<file path="src/rtl/rtpc_pkg.sv">
// Shared types and constants for the right triangle polar converter.
// Used by rtpc_cordic_stage and right_triangle_polar_convert_core; no dependencies.
package rtpc_pkg;

  localparam int unsigned SIDE_BITS_DEF  = 16;
  localparam int unsigned ITERATIONS_DEF = 18;

  localparam int unsigned IN_FIELD_W   = 16;
  localparam int unsigned HYP_W        = 25;
  localparam int unsigned ANG_W        = 23;
  localparam int unsigned GUARD_BITS   = 24;
  localparam int unsigned OUT_FRAC     = 8;
  localparam int unsigned ANG_ACC_W    = 32;
  localparam int unsigned MAX_STAGES   = 32;

  // Limiting inverse CORDIC gain, Q30
  localparam logic [29:0] INV_GAIN_Q30 = 30'd652032874;
  // 90 degrees with 16 fraction bits
  localparam logic [ANG_W-1:0] RIGHT_ANGLE = 23'd5898240;

  // round(atan(2^-i) * 180/pi * 2^24)
  localparam logic [ANG_ACC_W-1:0] ATAN_DEG_Q24 [MAX_STAGES] = '{
    32'd754974720, 32'd445687602, 32'd235489088, 32'd119537938,
    32'd60000934,  32'd30029717,  32'd15018523,  32'd7509720,
    32'd3754917,   32'd1877466,   32'd938734,    32'd469367,
    32'd234684,    32'd117342,    32'd58671,     32'd29335,
    32'd14668,     32'd7334,      32'd3667,      32'd1833,
    32'd917,       32'd458,       32'd229,       32'd115,
    32'd57,        32'd29,        32'd14,        32'd7,
    32'd4,         32'd2,         32'd1,         32'd0
  };

  // Control that travels alongside the datapath
  typedef struct packed {
    logic valid;
    logic degen;   // both legs zero
    logic a_zero;  // only leg a zero
    logic b_zero;  // only leg b zero
  } ctl_t;

endpackage

</file>
<file path="src/rtl/rtpc_cordic_stage.sv">
// One registered CORDIC vectoring micro-rotation with its side-band control.
// Depends on rtpc_pkg (ctl_t, atan table).
module rtpc_cordic_stage #(
  parameter int unsigned XW    = 43,
  parameter int unsigned SB    = 16,
  parameter int unsigned SHIFT = 0
) (
  input  logic                               clk,
  input  logic                               rst_n,
  input  rtpc_pkg::ctl_t                     ctl_i,
  input  logic signed [XW-1:0]               x_i,
  input  logic signed [XW-1:0]               y_i,
  input  logic signed [rtpc_pkg::ANG_ACC_W-1:0] z_i,
  input  logic [SB-1:0]                      leg_i,
  output rtpc_pkg::ctl_t                     ctl_o,
  output logic signed [XW-1:0]               x_o,
  output logic signed [XW-1:0]               y_o,
  output logic signed [rtpc_pkg::ANG_ACC_W-1:0] z_o,
  output logic [SB-1:0]                      leg_o
);
  import rtpc_pkg::*;

  localparam logic signed [ANG_ACC_W-1:0] ATAN_C = $signed(ATAN_DEG_Q24[SHIFT]);

  ctl_t                         ctl_r;
  logic signed [XW-1:0]         x_r, y_r, x_nxt, y_nxt;
  logic signed [ANG_ACC_W-1:0]  z_r, z_nxt;
  logic [SB-1:0]                leg_r;

  always_comb begin
    logic signed [XW-1:0] xs, ys;
    xs = x_i >>> SHIFT;
    ys = y_i >>> SHIFT;
    if (!y_i[XW-1]) begin
      x_nxt = x_i + ys;
      y_nxt = y_i - xs;
      z_nxt = z_i + ATAN_C;
    end else begin
      x_nxt = x_i - ys;
      y_nxt = y_i + xs;
      z_nxt = z_i - ATAN_C;
    end
  end

  always_ff @(posedge clk) begin
    if (!rst_n) begin
      ctl_r <= '0;
    end else begin
      ctl_r <= ctl_i;
    end
  end

  always_ff @(posedge clk) begin
    x_r   <= x_nxt;
    y_r   <= y_nxt;
    z_r   <= z_nxt;
    leg_r <= leg_i;
  end

  assign ctl_o = ctl_r;
  assign x_o   = x_r;
  assign y_o   = y_r;
  assign z_o   = z_r;
  assign leg_o = leg_r;

endmodule

</file>
<file path="config.mk">
export PLATFORM = sky130hd
export DESIGN_NAME = rtpc_cordic_stage
export DESIGN_NICKNAME = d
export VERILOG_FILES = /design/src/rtl/rtpc_pkg.sv /design/src/rtl/rtpc_cordic_stage.sv
export SDC_FILE = /design/constraint.sdc
export NUM_CORES = 1
export LEC_CHECK = 0
export BUFFER_PORTS_ARGS = -buffer_cell sky130_fd_sc_hd__buf_2
export CORE_ASPECT_RATIO = 0.5
export CORE_MARGIN = 2
export CORE_UTILIZATION = 25
export DETAILED_ROUTE_END_ITERATION = 12
export PLACE_DENSITY = 0.45
export SYNTH_ARGS = -nofsm -noshare
export SYNTH_HDL_FRONTEND = slang
export SYNTH_SLANG_ARGS = --single-unit
export TNS_END_PERCENT = 20
</file>
<file path="constraint.sdc">
create_clock -name clk -period 7.4 [get_ports clk]
set_clock_uncertainty 0.2 [all_clocks]
set_input_delay 0.37 -clock clk [delete_from_list [all_inputs] [get_ports clk]]
set_output_delay 0.37 -clock clk [all_outputs]
set_load 0.02 [all_outputs]
</file>
==> impl_metrics.yaml <==
power:
  power_w: 0.00303
  powerDensity_nw_per_um2: 218
  peakVddDrop_mv: 0.167
  p_leak_nw: 6.38
cells_and_area:
  syn_to_final_growth_pct: 28.0
  layout.nets: 1977
  drive_gt1_share_pct: 19.9
  seq_area_um2: 2740
  fillerInstances: 4604
  multi_input_area_um2: 7310
  finalInstanceArea_um2: 13900
outcome:
  outcome: "finished clean"
grt:
  grt.overflow.total: 0
  first_global_vias: 11129
  grt_max_degree: 65
  antenna_found_initial: 0
  grt_pass1_wl_mm: 65.9
  grt_usage_pct: 19.1
yosys:
  syn_nets: 1687
  ys_warn_count: 0
  yosysSeqAreaShare_pct: 25.3
  netlist_top_cells_area: "dfxtp_1 25%, ha_1 15%, a21oi_1 8.9%, xnor2_1 6.1%, inv_1 4.7%"
  ys_seq_elements: 137
  synth_common_cells: "192 x a21oi_1, 137 x dfxtp_1, 136 x inv_1, 132 x ha_1, 119 x nor2_1"
  async_flop_share_pct: 0
  synth-edff-count: 0
  post-synth-top-count-cell: "a21oi_1"
  yosysTopAreaCell: "dfxtp_1"
  synth_cell_types: 74
  synth_top_area_share_pct: 25.3
  syn_area_um2: 10800
  synth_area_per_cell_um2: 7.69
  netlist_instances: 1411
  ys.flop_type: "dfxtp_1"
detailed_routing:
  viasPerCell: 4.94
  drt_pre_antenna_iters: 5
  drc: 0
  first_iter_violations: 995
  ant_nets: 0
  num_vias: 11323
  wl_per_cell_um: 19.2
  routed_wl_mm: 44.0
job:
  cap_violations: 0
die:
  die_x_um: 299
  rows: 53
  floorplan.die_area_um2: 45200
  io_pins: 278
  die_h_um: 151
  start_util_pct: 25.6
  core-area_um2: 42400
setup_path:
  cp_max_fo: 4
  crit_top_cell: "o211ai_1"
  cp-start-kind: "input port"
  end_kind: "flop"
  cp_data_required_time_ps: 7550
  crit_chain: "dlygate4sd3_1 -> buf_2 -> ha_1 -> fa_1 -> nor2b_1 -> o211ai_1 -> a211oi_1 -> o211ai_1 -> a31oi_1 -> a21oi_2 -> o21ai_2 -> nand3_1 -> a32o_1 -> xnor2_1"
  critPathArrivalTime_ps: 4340
  cp_slowest_stage_delay_ps: 650
  cp-startpoint: "y_i[0]"
  crit_type: "in -> reg"
  crit_slowest_cell: "a211oi_1"
placed_design:
  dpl_cell_area_um2: 12700
  gp_congestion: 0.907
  pre_cts_ws_ps: 3060
  port-buffer-count: 277
  dp_hpwl_mm: 35.1
clock_network:
  cts_root_buf: "clkbuf_16"
  cts_sinks: 137
  cts_tree: "built"
  cts_setup_buffers: 0
  ctsHtreeMaxLevel: 4
  clkSlewWorstSetupHoldPaths_ps: 70
  cts_max_path_buffers: 2
  cts_made_buffers: 17
sta:
  rsz0062_at_grt: "false"
  worst_slack_ps: 3210
  setup_viol: 0
  setup_tns_ps: 0
  fin_crit_sh_pct: 56.6
  hold_ws_ps: 40.9
  max_slew_margin_pct: 27.1
  hold_viol: 0
  slew_violations: 0
  worst_slew_pin_slew_ps: 1090
  period_needed_ps: 4190
  fmax_ghz: 0.239
worst_hold_path:
  hp-class: "in -> reg"
  min_from: "z_i[31]"
  hold_path_end: "z_o[31]$_DFF_P_"
  hold_path_depth: 3
## routing by layer
metal	GRT usage (%)	part of all wire [%]	vias up	wire (um)
li1	-	-	5516	-
met1	24.5	45	5443	19700
met2	32.2	48	311	21000
met3	3.86	5.3	53	2330
met4	6.06	2.0	0	897
met5	0	0	-	0
## layout by cell type, fill, tap and decap left out, drive strengths merged, types with 25 or more instances in the layout
cell,netlist,layout
dlygate4sd3,0,51
nand3,25,25
nand2,71,71
dfxtp,137,137
xnor2,76,76
nor2,119,119
ha,132,132
buf,23,280
a21oi,194,194
nor3,30,30
o21bai,43,43
inv,140,150
o21ai,103,103
## power breakdown
part	total, W	leakage (nW)	internal, W	switching, W
sequential	0.000906	1.16	0.000870	0.0000354
clock	0.000978	0.317	0.000552	0.000426
combinational	0.00115	4.90	0.000393	0.000754
## layout make-up
cell class                 instances  area share (%)
tap                              577            5.20
inverter                         144            3.89
timing repair buffer             331            13.8
clock inverter                    15            1.57
sequential                       137            19.8
clock buffer                      17            3.06
multi-input combinational       1070            52.7
antenna                            1          0.0180
## critical path: cells and delay by family
| kind | cells | cell delay (ps) |
|---|---|---|
| xor gates and xnor gates | 1 | 120 |
| and+or+nand+nor | 2 | 390 |
| buffers and inverters | 2 | 650 |
| adders and majority gates | 2 | 410 |
| AOI/OAI and AO/OA | 7 | 2380 |
## what timing repair did
item	CTS	global route
resized for setup	0	0
hold endpoints to repair	48	0
hold buffers	51	0
## cell families after synthesis
kind of cell / count (synthesis) / synth area share (%)
AOI/OAI and AO/OA: 491 / 28.0
xor gates and xnor gates: 89 / 7.19
adders and majority gates: 136 / 16.0
buffers and inverters: 204 / 7.31
DFF: 137 / 25.3
muxes: 14 / 1.29
and+or+nand+nor: 340 / 14.9
## flip-flops by register name, indices dropped and copies added (netlist names)
name and cells:
leg_o 16, x_o 43, ctl_o 4, z_o 32
y_o 42
## worst max-delay path by stage
stage               slack, ps  cells past startpoint              end
floorplan                4310                     12  x_o[42]$_DFF_P_
global placement         3150                     14  x_o[41]$_DFF_P_
detailed placement       3060                     13  y_o[42]$_DFF_P_
CTS                      3340                     14  x_o[42]$_DFF_P_
global route             3060                     14  y_o[32]$_DFF_P_
finish                   3210                     14  x_o[42]$_DFF_P_
## per-stage QoR
step                      cells  util [%]
after floorplan            1411         -
final                      2292      32.8
after global routing       2291      32.8
after CTS                  2291      32.8
after global placement     2208      30.0
after detailed placement   2208      30.0
(Power assumes the default switching activity.)
